### config.mk
export PLATFORM = sky130hd
export DESIGN_NAME = gpio_port_masked_access_irq_unit
export DESIGN_NICKNAME = d
export VERILOG_FILES = /design/src/rtl/gpiom_pkg.sv /design/src/rtl/gpiom_core.sv /design/src/rtl/gpio_port_masked_access_irq_unit.sv
export SDC_FILE = /design/constraint.sdc
export NUM_CORES = 1
export LEC_CHECK = 0
export ABC_AREA = 1
export CORE_MARGIN = 5
export CORE_UTILIZATION = 50
export CTS_BUF_LIST = sky130_fd_sc_hd__clkbuf_16
export CTS_CLUSTER_SIZE = 10
export DETAILED_ROUTE_END_ITERATION = 8
export DONT_BUFFER_PORTS = 1
export GPL_TIMING_DRIVEN = 0
export SYNTH_ARGS = -nofsm -noshare
export SYNTH_HDL_FRONTEND = slang
export SYNTH_SLANG_ARGS = --single-unit
### constraint.sdc
create_clock -name clk_i -period 5.83 [get_ports clk_i]
set_clock_uncertainty 0.1 [all_clocks]
set_input_delay 0.2915 -clock clk_i [delete_from_list [all_inputs] [get_ports clk_i]]
set_output_delay 0.2915 -clock clk_i [all_outputs]
set_load 0.01 [all_outputs]
### src/rtl/gpiom_pkg.sv
// Package: transaction kinds, register selectors and stage payload types for the GPIO port.
package gpiom_pkg;

  typedef enum logic [1:0] {
    KIND_READ   = 2'd0,
    KIND_WRITE  = 2'd1,
    KIND_SAMPLE = 2'd2,
    KIND_NONE   = 2'd3
  } kind_e;

  localparam logic [4:0] SEL_DATA      = 5'd0;
  localparam logic [4:0] SEL_DIR       = 5'd1;
  localparam logic [4:0] SEL_SENSE     = 5'd2;
  localparam logic [4:0] SEL_BOTHEDGE  = 5'd3;
  localparam logic [4:0] SEL_EVENT     = 5'd4;
  localparam logic [4:0] SEL_MASK      = 5'd5;
  localparam logic [4:0] SEL_RAW       = 5'd6;
  localparam logic [4:0] SEL_MASKED    = 5'd7;
  localparam logic [4:0] SEL_CLEAR     = 5'd8;
  localparam logic [4:0] SEL_ALTSEL    = 5'd9;
  localparam logic [4:0] SEL_PULLUP    = 5'd10;
  localparam logic [4:0] SEL_PULLDOWN  = 5'd11;
  localparam logic [4:0] SEL_DIGEN     = 5'd12;
  localparam logic [4:0] SEL_ANALOG    = 5'd13;
  localparam logic [4:0] SEL_LOCK      = 5'd14;
  localparam logic [4:0] SEL_COMMIT    = 5'd15;
  localparam logic [4:0] SEL_OPENDRAIN = 5'd16;

  localparam int unsigned NumPins = 8;

  typedef struct packed {
    kind_e               kind;
    logic [4:0]          reg_sel;
    logic [NumPins-1:0]  addr_mask;
    logic [31:0]         write_data;
    logic [NumPins-1:0]  pin_levels;
  } item_t;

  typedef struct packed {
    logic [NumPins-1:0] read_data;
    logic [NumPins-1:0] pin_drive;
    logic [NumPins-1:0] pin_output_enable;
    logic [NumPins-1:0] pull_up_enable;
    logic [NumPins-1:0] pull_down_enable;
    logic               irq;
  } result_t;

endpackage

### src/rtl/gpiom_core.sv
// Register file and single-pass update logic of the GPIO port.
module gpiom_core import gpiom_pkg::*; #(
  parameter logic [31:0]        UNLOCK_KEY   = 32'd1280262987,
  parameter logic [NumPins-1:0] COMMIT_RESET = 8'd255
) (
  input  logic    clk_i,
  input  logic    rst_ni,
  input  logic    step_i,
  input  item_t   item_i,
  output result_t result_o
);

  logic [NumPins-1:0] latch_q, latch_d, dir_q, dir_d, sense_q, sense_d;
  logic [NumPins-1:0] both_q, both_d, event_q, event_d, mask_q, mask_d;
  logic [NumPins-1:0] raw_q, raw_d, alt_q, alt_d, pu_q, pu_d, pd_q, pd_d;
  logic [NumPins-1:0] digen_q, digen_d, analog_q, analog_d, od_q, od_d;
  logic [NumPins-1:0] commit_q, commit_d, last_q, last_d;
  logic               lock_q, lock_d;

  logic [NumPins-1:0] wd, eff, rise, fall, edge_hit, lvl, rd;

  // Qualify written bits by commit, detect pin events
  assign wd       = item_i.write_data[NumPins-1:0];
  assign eff      = wd & commit_q;
  assign rise     = ~last_q & item_i.pin_levels;
  assign fall     = last_q & ~item_i.pin_levels;
  assign edge_hit = (both_q & (rise | fall)) |
                    (~both_q & ((event_q & rise) | (~event_q & fall)));
  assign lvl      = ~(item_i.pin_levels ^ event_q);

  // Compute next state and read value for the current transaction
  always_comb begin
    latch_d  = latch_q;
    dir_d    = dir_q;
    sense_d  = sense_q;
    both_d   = both_q;
    event_d  = event_q;
    mask_d   = mask_q;
    raw_d    = raw_q;
    alt_d    = alt_q;
    pu_d     = pu_q;
    pd_d     = pd_q;
    digen_d  = digen_q;
    analog_d = analog_q;
    od_d     = od_q;
    commit_d = commit_q;
    last_d   = last_q;
    lock_d   = lock_q;
    rd       = '0;
    unique case (item_i.kind)
      KIND_READ: begin
        unique case (item_i.reg_sel)
          SEL_DATA:      rd = ((dir_q & latch_q) | (~dir_q & last_q)) & item_i.addr_mask;
          SEL_DIR:       rd = dir_q;
          SEL_SENSE:     rd = sense_q;
          SEL_BOTHEDGE:  rd = both_q;
          SEL_EVENT:     rd = event_q;
          SEL_MASK:      rd = mask_q;
          SEL_RAW:       rd = raw_q;
          SEL_MASKED:    rd = raw_q & mask_q;
          SEL_ALTSEL:    rd = alt_q;
          SEL_PULLUP:    rd = pu_q;
          SEL_PULLDOWN:  rd = pd_q;
          SEL_DIGEN:     rd = digen_q;
          SEL_ANALOG:    rd = analog_q;
          SEL_LOCK:      rd = {{(NumPins-1){1'b0}}, lock_q};
          SEL_COMMIT:    rd = commit_q;
          SEL_OPENDRAIN: rd = od_q;
          default:       rd = '0;
        endcase
      end
      KIND_WRITE: begin
        unique case (item_i.reg_sel)
          SEL_DATA:      latch_d = (latch_q & ~item_i.addr_mask) | (wd & item_i.addr_mask);
          SEL_DIR:       dir_d = wd;
          SEL_SENSE:     sense_d = wd;
          SEL_BOTHEDGE:  both_d = wd;
          SEL_EVENT:     event_d = wd;
          SEL_MASK:      mask_d = wd;
          SEL_CLEAR:     raw_d = raw_q & ~(wd & ~sense_q);
          SEL_ALTSEL:    alt_d = (alt_q & ~commit_q) | eff;
          SEL_PULLUP: begin
            pu_d = (pu_q & ~commit_q) | eff;
            pd_d = pd_q & ~eff;
          end
          SEL_PULLDOWN: begin
            pd_d = (pd_q & ~commit_q) | eff;
            pu_d = pu_q & ~eff;
          end
          SEL_DIGEN:     digen_d = (digen_q & ~commit_q) | eff;
          SEL_ANALOG:    analog_d = wd;
          SEL_LOCK:      lock_d = (item_i.write_data != UNLOCK_KEY);
          SEL_COMMIT:    if (!lock_q) commit_d = wd;
          SEL_OPENDRAIN: od_d = wd;
          default:       ;
        endcase
      end
      KIND_SAMPLE: begin
        raw_d  = (sense_q & lvl) | (~sense_q & (raw_q | edge_hit));
        last_d = item_i.pin_levels;
      end
      default: ;
    endcase
  end

  // Hold register state; advance on each processed transaction
  always_ff @(posedge clk_i or negedge rst_ni) begin
    if (!rst_ni) begin
      latch_q  <= '0;
      dir_q    <= '0;
      sense_q  <= '0;
      both_q   <= '0;
      event_q  <= '0;
      mask_q   <= '0;
      raw_q    <= '0;
      alt_q    <= '0;
      pu_q     <= '0;
      pd_q     <= '0;
      digen_q  <= '0;
      analog_q <= '0;
      od_q     <= '0;
      commit_q <= COMMIT_RESET;
      last_q   <= '0;
      lock_q   <= 1'b1;
    end else if (step_i) begin
      latch_q  <= latch_d;
      dir_q    <= dir_d;
      sense_q  <= sense_d;
      both_q   <= both_d;
      event_q  <= event_d;
      mask_q   <= mask_d;
      raw_q    <= raw_d;
      alt_q    <= alt_d;
      pu_q     <= pu_d;
      pd_q     <= pd_d;
      digen_q  <= digen_d;
      analog_q <= analog_d;
      od_q     <= od_d;
      commit_q <= commit_d;
      last_q   <= last_d;
      lock_q   <= lock_d;
    end
  end

  // Report the state as it stands after the transaction
  assign result_o.read_data         = rd;
  assign result_o.pin_drive         = latch_d;
  assign result_o.pin_output_enable = dir_d & digen_d & ~alt_d;
  assign result_o.pull_up_enable    = pu_d;
  assign result_o.pull_down_enable  = pd_d;
  assign result_o.irq               = |(raw_d & mask_d);

endmodule

### src/rtl/gpio_port_masked_access_irq_unit.sv
// Top level of the GPIO port: input register, update core and result register.
//
// Usage: one input channel (in_valid_i / in_ready_o) carries bus reads, bus
// writes and pin sample ticks; one output channel (out_valid_o / out_ready_i)
// returns exactly one result transaction per input transaction, in order.
// Each result shows the read value and the pin controls after its transaction.
// Path: an accepted transaction is registered in the input stage, then
// processed through the update core when the result register is free or
// being emptied, and loaded into the result register, which then holds
// out_valid_o high until the result is taken.
// Throughput: one transaction per cycle while out_ready_i stays high, set by
// the register update between the input stage and the result register.
// Reset: all port registers clear, commit bits load COMMIT_RESET and the port
// comes up locked; both stages come up empty.
// Stall: while out_ready_i is low the result holds; the input stage still
// takes one more transaction, then in_ready_o drops until the result is taken.
module gpio_port_masked_access_irq_unit import gpiom_pkg::*; #(
  parameter logic [31:0] UNLOCK_KEY   = 32'd1280262987,
  parameter logic [7:0]  COMMIT_RESET = 8'd255
) (
  input  logic        clk_i,
  input  logic        rst_ni,
  input  logic        in_valid_i,
  output logic        in_ready_o,
  input  logic [1:0]  kind_i,
  input  logic [4:0]  reg_sel_i,
  input  logic [7:0]  addr_mask_i,
  input  logic [31:0] write_data_i,
  input  logic [7:0]  pin_levels_i,
  output logic        out_valid_o,
  input  logic        out_ready_i,
  output logic [7:0]  read_data_o,
  output logic [7:0]  pin_drive_o,
  output logic [7:0]  pin_output_enable_o,
  output logic [7:0]  pull_up_enable_o,
  output logic [7:0]  pull_down_enable_o,
  output logic        irq_o
);

  item_t   in_q;
  logic    in_vld_q;
  result_t res, out_q;
  logic    out_vld_q;
  logic    advance;

  assign advance    = in_vld_q && (!out_vld_q || out_ready_i);
  assign in_ready_o = !in_vld_q || advance;

  // Input stage: capture accepted transactions, drop them once processed
  always_ff @(posedge clk_i or negedge rst_ni) begin
    if (!rst_ni) begin
      in_vld_q <= 1'b0;
    end else if (in_valid_i && in_ready_o) begin
      in_vld_q <= 1'b1;
    end else if (advance) begin
      in_vld_q <= 1'b0;
    end
  end

  always_ff @(posedge clk_i) begin
    if (in_valid_i && in_ready_o) begin
      in_q.kind       <= kind_e'(kind_i);
      in_q.reg_sel    <= reg_sel_i;
      in_q.addr_mask  <= addr_mask_i;
      in_q.write_data <= write_data_i;
      in_q.pin_levels <= pin_levels_i;
    end
  end

  gpiom_core #(
    .UNLOCK_KEY  (UNLOCK_KEY),
    .COMMIT_RESET(COMMIT_RESET)
  ) u_core (
    .clk_i   (clk_i),
    .rst_ni  (rst_ni),
    .step_i  (advance),
    .item_i  (in_q),
    .result_o(res)
  );

  // Result stage: load on advance, hold while the receiver stalls
  always_ff @(posedge clk_i or negedge rst_ni) begin
    if (!rst_ni) begin
      out_vld_q <= 1'b0;
    end else if (advance) begin
      out_vld_q <= 1'b1;
    end else if (out_ready_i) begin
      out_vld_q <= 1'b0;
    end
  end

  always_ff @(posedge clk_i) begin
    if (advance) begin
      out_q <= res;
    end
  end

  assign out_valid_o         = out_vld_q;
  assign read_data_o         = out_q.read_data;
  assign pin_drive_o         = out_q.pin_drive;
  assign pin_output_enable_o = out_q.pin_output_enable;
  assign pull_up_enable_o    = out_q.pull_up_enable;
  assign pull_down_enable_o  = out_q.pull_down_enable;
  assign irq_o               = out_q.irq;

endmodule
**Yosys cells after proc, flatten, opt, wreduce, memory -nomap -nowiden**

Cells that the tools add are included.

- Word-level logic and storage cells: 139
- Bits of input ports: 59
- Register bits: 219
- Output and inout port bits: 43

- Bitwise logic cells: 51
- Muxes and demuxes: 21
- Reduce and logical (&&, ||, !) cells: 19
- Equal/unequal tests: 19

Operators with widths:

| cell | count |
|---|---|
| 8-bit bitwise AND | 26 |
| 8-bit case mux with 16 select lines | 1 |
| 8-bit 2-to-1 mux | 13 |
| 8-bit inverter | 12 |
| 8-bit OR | 11 |
| 8-bit case mux with 2 select lines | 3 |
| 5-bit by 4-bit equality test with 1-bit output (second input constant) | 8 |
| 32-bit by 31-bit != test with 1-bit output (second input constant) | 1 |
| 5-bit by 3-bit equality test with 1-bit output (second input constant) | 4 |
| 3-bit AND reduction | 6 |
| 5-bit by 2-bit equality test with 1-bit output (second input constant) | 2 |
| 8-bit OR reduction | 1 |
| 8-bit XOR | 1 |
| 5-bit by 1-bit equality test with 1-bit output (second input constant) | 1 |
| 5-bit equality test (second input constant) | 1 |
| 5-bit zero test | 1 |
| 1-bit 2-to-1 mux | 4 |
| 4-bit AND reduction | 1 |
| 2-bit nonzero test | 2 |
| 2-bit by 1-bit equality test with 1-bit output (second input constant) | 1 |
| 2-bit equality test (second input constant) | 1 |
| 1-bit logical AND | 2 |
| 1-bit zero test | 2 |
| 2-bit zero test | 1 |
| 3 further kinds | 4 |

**Logic depth before layout (Yosys ltp)**

Gate-level depths: netlist of the first run.

- Depth in word-level cells: 12
- Depth in mapped cells: 12

**Cells and area by module**

A second synthesis of the first run with hierarchy kept.

- Cell total of the unflattened synthesis: 1301
- Area, all modules: 10933.0 um^2

Modules (own cells, without submodules):

| module | area an instance (um^2) | cells an instance | instances |
|---|---|---|---|
| gpiom_core | 7955.1 | 1193 | 1 |
| gpio_port_masked_access_irq_unit | 2977.9 | 108 | 1 |

**Worst setup path after synthesis of the first run**

No wires, ideal clock.

- Path type: reg2reg
- Start point: register out_vld_q (netlist: out_valid_o)
- End point: register out_q (netlist bit irq_o) (enable)
- Clock period less this slack: 2816 ps
- Stages on the path, launching flop included: 6
- Arrival: 2296 ps
- Slack: 3014 ps
- Path through: dfrtp_1 > nand2_1 > nand2_1 > inv_1 > clkbuf_1 > clkbuf_1

- Cells in the longest elaborated chain, start to end: 3

RTL lines:

| item | RTL line | RTL |
|---|---|---|
| start: declaration | gpio_port_masked_access_irq_unit.sv:43 | `logic out_vld_q;` |
| start signal: assignment | gpio_port_masked_access_irq_unit.sv:84 | `out_vld_q <= 1'b0;` |
| start signal: assignment | gpio_port_masked_access_irq_unit.sv:86 | `out_vld_q <= 1'b1;` |
| start signal: assignment | gpio_port_masked_access_irq_unit.sv:88 | `out_vld_q <= 1'b0;` |
| 1-bit zero test | gpio_port_masked_access_irq_unit.sv:46 | `assign advance = in_vld_q && (!out_vld_q \|\| out_ready_i);` |
| 1-bit logical OR | gpio_port_masked_access_irq_unit.sv:46 |  |
| 1-bit logical AND | gpio_port_masked_access_irq_unit.sv:46 |  |
| via advance | gpio_port_masked_access_irq_unit.sv:44 | `logic advance;` |
| end signal: assignment | gpio_port_masked_access_irq_unit.sv:94 | `out_q <= res;` |
| end: declaration | gpio_port_masked_access_irq_unit.sv:42 | `result_t res, out_q;` |

The timed path passes the listed nets, and every way through them passes these cells.
A chain may end at the register's enable or synchronous reset.

==> impl_metrics.py, run 1 <==
metrics = {
    "status": {
        "outcome": "finished clean",
    },
    "timing": {
        "grt_setup_unrepaired": "false",
        "min_period_over_period_pct": 49.4,
        "fmax_mhz": 347,
        "finalSetupTns_ns": 0,
        "worst_hold_slack_ns": 0.283,
        "worst_slack_ns": 2.95,
        "drv_slew": 0,
        "slew_headroom_pct": 36.2,
        "timing_hold_violations_final": 0,
        "final_report_setup_violation_count": 0,
        "tightestPinTransition_ns": 0.947,
        "layout_min_cycle_time_ns": 2.88,
    },
    "global_route": {
        "maximum_number_of_pins_on_one_net_before_global_route_repair": 124,
        "grt_antenna_before_repair": 1,
        "grt_util_all_layers_pct": 27.0,
        "grt-ovfl-total": 0,
        "first_global_vias": 8851,
        "grt_pass1_wl_microns": 51000,
    },
    "synth": {
        "synth_seq_cells": 219,
        "synth_enable_flop_cells": 96,
        "yosysSeqAreaShare_pct": 55.0,
        "syn_avg_cell_area_sq_um": 8.50,
        "yosysTopAreaCell": "edfxtp_1",
        "async_reset_ff_share_pct": 56.2,
        "postSynthCellCount": 1278,
        "most_used_flip_flop_cell_after_synthesis": "dfrtp_1",
        "count_of_different_cell_masters_after_synthesis": 37,
        "post-synth-top-area-fraction_pct": 26.5,
        "synth_net_count": 1356,
        "yosysWarnings": 0,
        "synth_area_leaders": "edfxtp_1 (27%), dfrtp_1 (26%), nand2_1 (12%), o21ai_0 (7.7%), inv_1 (5.7%)",
        "syn_area_sq_mm": 0.0109,
    },
    "worst_setup_path": {
        "critical_path.cell_chain": "inv_1 -> ha_1 -> buf_2 -> nand3_2 -> clkbuf_1 -> o21ai_0 -> nor3_1",
        "crit_path_end_kind": "register",
        "biggest_fanout_along_the_worst_timing_path": 10,
        "setup.worst_path.start_class": "register",
        "timing.critical_path.max_delay_family": "compound AO/OA/AOI/OAI gates",
        "crit_path_top_delay_cell": "o21ai_0",
        "timing_worst_setup_path_type": "register to register",
        "cp_num_buf_inv": 3,
        "cpPeakStageDelay_ns": 0.80,
        "cp_data_required_time_ns": 5.96,
        "timing.critical_path.depth": 7,
        "crit_arrival_ns": 3.01,
        "timing.reg2reg.worst_path_depth": 7,
        "reg2reg_setup_slack_ns": 2.95,
    },
    "floorplanning": {
        "floorplan.rows": 54,
        "initial_core_util_pct": 50.2,
        "die_y_microns": 157,
        "num_ports": 102,
        "die_x_microns": 157,
        "core_sq_mm": 0.0216,
        "die_area_sq_mm": 0.0248,
    },
    "detailed_routing": {
        "drcViolationCount": 0,
        "number_of_detailed_routing_iterations_run_before_antenna_repair": 5,
        "detailroute.via_count": 9194,
        "route.detailed.vias_per_inst": 5.51,
        "totalWireLength_microns": 33200,
        "drt-wirelength-per-cell_microns": 19.9,
        "drtIter0Drc": 872,
        "residual_antenna_violating_net_count_after_detailed_routing": 0,
    },
    "placed_design": {
        "numPortBuffers": 0,
        "place.gp.congestion": 0.920,
        "detailed_place_hpwl_microns": 22800,
        "placement.setup.worst_slack_ns": 3.03,
        "placed_cells": 1560,
        "dpl-instance-area_sq_mm": 0.0113,
    },
    "clock_network": {
        "cts_max_path_buffers": 3,
        "tritoncts": "built",
        "clk_latency_ns": 0.53,
        "post_cts_clock_slew_at_the_launch_and_capture_registers_of_the_worst_setup_and_hold_paths_ns": 0.06,
        "tritoncts.num_buffers": 26,
        "clock-root-buffer": "clkbuf_16",
        "cts.htree.levels": 1,
        "cts.sinks": 219,
    },
    "run": {
        "maxCapViolCount": 0,
    },
    "hold_path": {
        "depth_of_the_worst_hold_timing_path": 1,
        "timing.hold.worst.class": "input port to register",
    },
    "power": {
        "vdd.ir_drop.worst_mv": 0.236,
        "power.leakage_nw": 5.57,
        "power_density_mw_per_mm2": 344,
    },
    "cells_and_area": {
        "layout.cells.non_filler": 1668,
        "stdcell_area_sq_mm": 0.0126,
        "num-nets-final": 1446,
        "area_growth_syn_to_layout_pct": 16.2,
        "largest_register_ffs": 55,
        "max_flop_register": "in_q",
        "antenna_cells": 0,
        "n_fill_cell": 1954,
        "final_layout_size_suffix_gt1_share_pct": 5.84,
    },
}
path summary, 6_finish.rpt:
| kind | from | endpoint |
|---|---|---|
| max in group asynchronous | rst_ni | u_core.last_q[3] |
| setup reg to reg | in_q[54] | pin_output_enable_o[5] |
| min in group asynchronous | rst_ni | u_core.sense_q[7] |
| setup / recovery | in_q[54] | pin_output_enable_o[5] |
| hold reg to reg | u_core.od_q[1] | u_core.od_q[1] |
| hold / removal | addr_mask_i[6] | in_q[46] |
worst register-to-register path, stage by stage, from the launching register on:
cell and delay (ns):
edfxtp_1 0.42, inv_1 0.10, ha_1 0.23, buf_2 0.33, nand3_2 0.24, clkbuf_1 0.28, o21ai_0 0.80, nor3_1 0.11
timing repair:
action | in CTS | in global routing
gates resized for setup | 0 | 0
hold endpoints to repair | 180 | 0
setup buffers | 0 | 0
hold buffers | 60 | 0
cell usage after synthesis, types with 6 or more instances:
master / n
o21ai_0: 167
a22oi_1: 6
clkbuf_1: 20
o21ai_1: 14
dfstp_2: 9
nand3_1: 63
o22ai_1: 32
a21oi_1: 37
edfxtp_1: 96
buf_2: 10
nor3_1: 9
dfrtp_1: 114
ha_1: 19
o211ai_1: 8
o21a_1: 9
inv_1: 166
nand2_1: 333
nand4_1: 6
nor2_1: 116
nor2_2: 7
where the power goes:
part           switching [W]  leakage, nW  total (W)  internal [W]
clock network       0.000621        0.427    0.00142      0.000801
registers           0.000189         2.57    0.00209       0.00190
logic               0.000569         2.57   0.000828      0.000259
total                0.00138         5.57    0.00433       0.00296
routing by layer:
| layer | share of wire, % | up-vias | global-route usage [%] | routed length [microns] |
|---|---|---|---|---|
| li1 | - | 4408 | - | - |
| met1 | 44 | 4312 | 38.9 | 14600 |
| met2 | 43 | 407 | 40.9 | 14400 |
| met3 | 9.0 | 67 | 6.02 | 3000 |
| met4 | 3.5 | 0 | 9.05 | 1170 |
| met5 | 0 | - | 0 | 0 |
metrics by stage:
step	utilization, %	total power (W)
floorplan	-	0.00259
global placement	51.9	0.00285
detailed placement	52.1	0.00287
CTS	58.4	0.00435
global route	58.4	0.00457
finish	58.4	0.00433
final cells by class:
class	count	area [sq um]	share of cell area, %
sequential	219	5970	47.3
tap	280	350	2.78
multi-input combinational	850	4060	32.2
buffer	39	190	1.51
clock buffer	26	651	5.16
inverter	170	638	5.06
clock inverter	22	95.1	0.754
timing repair buffer	62	658	5.22
cells in the final DEF, fill, tap and decap left out, types with 5 or more instances in the layout:
| cell | n |
|---|---|
| edfxtp_1 | 96 |
| dfrtp_1 | 114 |
| o22ai_1 | 32 |
| a22oi_1 | 6 |
| dfstp_2 | 9 |
| o21ai_1 | 14 |
| clkbuf_1 | 19 |
| ha_1 | 19 |
| a21oi_1 | 37 |
| clkbuf_16 | 26 |
| dlygate4sd3_1 | 59 |
| nor2_1 | 116 |
| nand2_1 | 333 |
| clkinv_1 | 5 |
| nor3_1 | 9 |
| nor2_2 | 7 |
| o21ai_0 | 167 |
| nand3_1 | 63 |
| buf_2 | 10 |
| o21a_1 | 9 |
| inv_1 | 182 |
| o211ai_1 | 8 |
| nand4_1 | 6 |
kinds of logic after synthesis:
kind of cell | count (synthesis) | synth area share, %
flops | 219 | 55.0
compound gates | 280 | 14.3
simple gates | 551 | 20.9
fa+ha+maj | 19 | 2.19
buf+inv | 209 | 7.61
No activity file was read; power rests on OpenSTA's default activity.
==> inputs of run 2 (changes only) <==
==> constraint.sdc (replaced) <==
create_clock -name clk_i -period 2.89 [get_ports clk_i]
set_clock_uncertainty 0.1 [all_clocks]
set_input_delay 0.1445 -clock clk_i [delete_from_list [all_inputs] [get_ports clk_i]]
set_output_delay 0.1445 -clock clk_i [all_outputs]
set_load 0.01 [all_outputs]
==> impl_metrics.py, run 2 (synthesis results as in run 1) <==
metrics = {
    "timing": {
        "fmax_mhz": 344,
        "final_report_setup_violation_count": 1,
        "min_period_over_period_pct": 101,
        "tightestPinTransition_ns": 0.998,
        "grt_setup_unrepaired": "true",
        "timing_hold_violations_final": 123,
        "worst_slack_ns": -0.0184,
        "slew_headroom_pct": 32.7,
        "worst_hold_slack_ns": -0.787,
        "layout_min_cycle_time_ns": 2.91,
        "drv_slew": 0,
    },
    "detailed_routing": {
        "wl_met1_microns": 14700,
        "detailroute.wirelength.met3_microns": 3040,
        "route.detailed.vias_per_inst": 5.51,
        "drtIter0Drc": 855,
        "drcViolationCount": 0,
        "detailroute.via_count": 9185,
        "drt-wirelength-per-cell_microns": 20.0,
        "residual_antenna_violating_net_count_after_detailed_routing": 0,
        "met2RoutedLength_microns": 14500,
        "totalWireLength_microns": 33400,
        "top_signal_layer_used": "met4",
        "number_of_detailed_routing_iterations_run_before_antenna_repair": 6,
    },
    "cells_and_area": {
        "stdcell_area_sq_mm": 0.0126,
        "largest_register_ffs": 55,
        "layout.cells.most_common": "nand2_1",
        "final_core_util_pct": 58.2,
        "final_layout_size_suffix_gt1_share_pct": 5.77,
        "most-common-layout-cells": "nand2_1 (333), inv_1 (182), o21ai_0 (167), nor2_1 (116), dfrtp_1 (114)",
        "layout.cells.non_filler": 1667,
        "num-nets-final": 1445,
        "area_growth_syn_to_layout_pct": 15.9,
        "max_flop_register": "in_q",
        "antenna_cells": 0,
    },
    "floorplanning": {
        "initial_core_util_pct": 50.2,
        "die_x_microns": 157,
        "floorplan.rows": 54,
        "die_y_microns": 157,
        "core_sq_mm": 0.0216,
        "die_area_sq_mm": 0.0248,
        "num_ports": 102,
    },
    "worst_setup_path": {
        "cp_data_required_time_ns": 3.02,
        "worst_reg2reg_path_endpoint": "pin_output_enable_o[5]",
        "critical_path.cell_chain": "inv_1 -> ha_1 -> buf_2 -> nand3_2 -> clkbuf_1 -> o21ai_0 -> nor3_1",
        "timing_worst_setup_path_type": "register to register",
        "start_of_the_worst_register_to_register_path": "in_q[54]",
        "biggest_fanout_along_the_worst_timing_path": 10,
        "crit_arrival_ns": 3.04,
        "reg2reg_setup_slack_ns": -0.02,
        "crit_path_top_delay_cell": "o21ai_0",
        "crit_path_end_kind": "register",
        "timing.reg2reg.worst_path_depth": 7,
        "cpPeakStageDelay_ns": 0.84,
        "setup.worst_path.start_class": "register",
    },
    "placed_design": {
        "detailed_place_hpwl_microns": 22800,
        "place.gp.congestion": 0.920,
        "placed_cells": 1560,
        "numPortBuffers": 0,
        "dpl-instance-area_sq_mm": 0.0113,
    },
    "status": {
        "outcome": "complete, but fails checks",
        "failed_checks": "negative hold slack, negative setup slack",
    },
    "global_route": {
        "grt-ovfl-total": 0,
        "first_global_vias": 8854,
        "grt_util_all_layers_pct": 27.0,
        "maximum_number_of_pins_on_one_net_before_global_route_repair": 124,
        "grt_antenna_before_repair": 1,
        "grt_pass1_wl_microns": 51000,
    },
    "power": {
        "vdd.ir_drop.worst_mv": 0.479,
        "power_density_mw_per_mm2": 693,
        "power.leakage_nw": 5.55,
    },
    "clock_network": {
        "clk_latency_ns": 0.53,
        "post_cts_clock_slew_at_the_launch_and_capture_registers_of_the_worst_setup_and_hold_paths_ns": 0.06,
        "cts.sinks": 219,
        "postCtsSetupRepairBufs": 0,
        "tritoncts.num_buffers": 26,
        "cts.htree.levels": 1,
        "cts_max_path_buffers": 3,
        "clock-root-buffer": "clkbuf_16",
        "tritoncts": "built",
        "cts-hold-fix-buffers": 59,
    },
    "hold_path": {
        "timing.hold.worst.class": "input port to async pin",
    },
    "run": {
        "maxCapViolCount": 0,
    },
}
run 2: cell types whose count changed in the layout (fill, tap and decap cells not counted):
| cell | delta |
|---|---|
| buf_16 | -1 |
run 2: worst max-delay path by stage:
stage	endpoint	depth (start not counted)	startpoint
after floorplan	irq_o	5	out_valid_o
after global placement	u_core.alt_q[4]	6	out_valid_o
after detailed placement	pin_output_enable_o[3]	7	in_q[54]
after CTS	pin_output_enable_o[3]	7	in_q[54]
after global routing	pin_output_enable_o[5]	7	in_q[54]
final	pin_output_enable_o[5]	7	in_q[54]
run 2: final cells by class:
| cell class | count | area [sq um] |
|---|---|---|
| flip-flops and latches | 219 | 5970 |
| inverters | 170 | 638 |
| fillers | 1959 | 9030 |
| plain buffers | 39 | 190 |
| clock inverters | 22 | 95.1 |
| multi-input cells | 850 | 4060 |
| clock buffers | 26 | 651 |
| repair buffers | 61 | 631 |
| well taps | 280 | 350 |
run 2: power breakdown:
part	total [W]	internal [W]	switching (W)
registers	0.00421	0.00383	0.000382
logic	0.00164	0.000520	0.00112
clock network	0.00288	0.00162	0.00127
total	0.00873	0.00596	0.00276
run 2: through the flow:
step	setup TNS (ns)	hold WS (ns)	setup slack (ns)	total power, W
after floorplan	0	-0.251	0.0745	0.00523
after global placement	-55.46	-0.245	-1.17	0.00576
after detailed placement	0	-0.246	0.0892	0.00579
after CTS	0	-0.813	0.0661	0.00874
after global routing	-0.283	-0.814	-0.0865	0.00918
final	-0.0184	-0.787	-0.0184	0.00873
run 2: what timing repair did:
action | 4_1_cts | 5_1_grt
gates resized for setup | 0 | 0
hold endpoints to repair | 180 | 123
endpoints found under the setup margin | 0 | 4
run 2: worst max-delay path, delay by kind of cell, from the launching register on:
kind / cells / cell delay (ns)
DFF: 1 / 0.41
AOI/OAI and AO/OA: 1 / 0.84
buffers and inverters: 3 / 0.70
and+or+nand+nor: 2 / 0.33
adders and majority gates: 1 / 0.23
run 2: routing by layer:
layer	GRT usage (%)	vias to the layer above
li1	-	4404
met1	38.8	4307
met2	41.0	407
met3	6.02	67
met4	8.97	0
met5	0	-
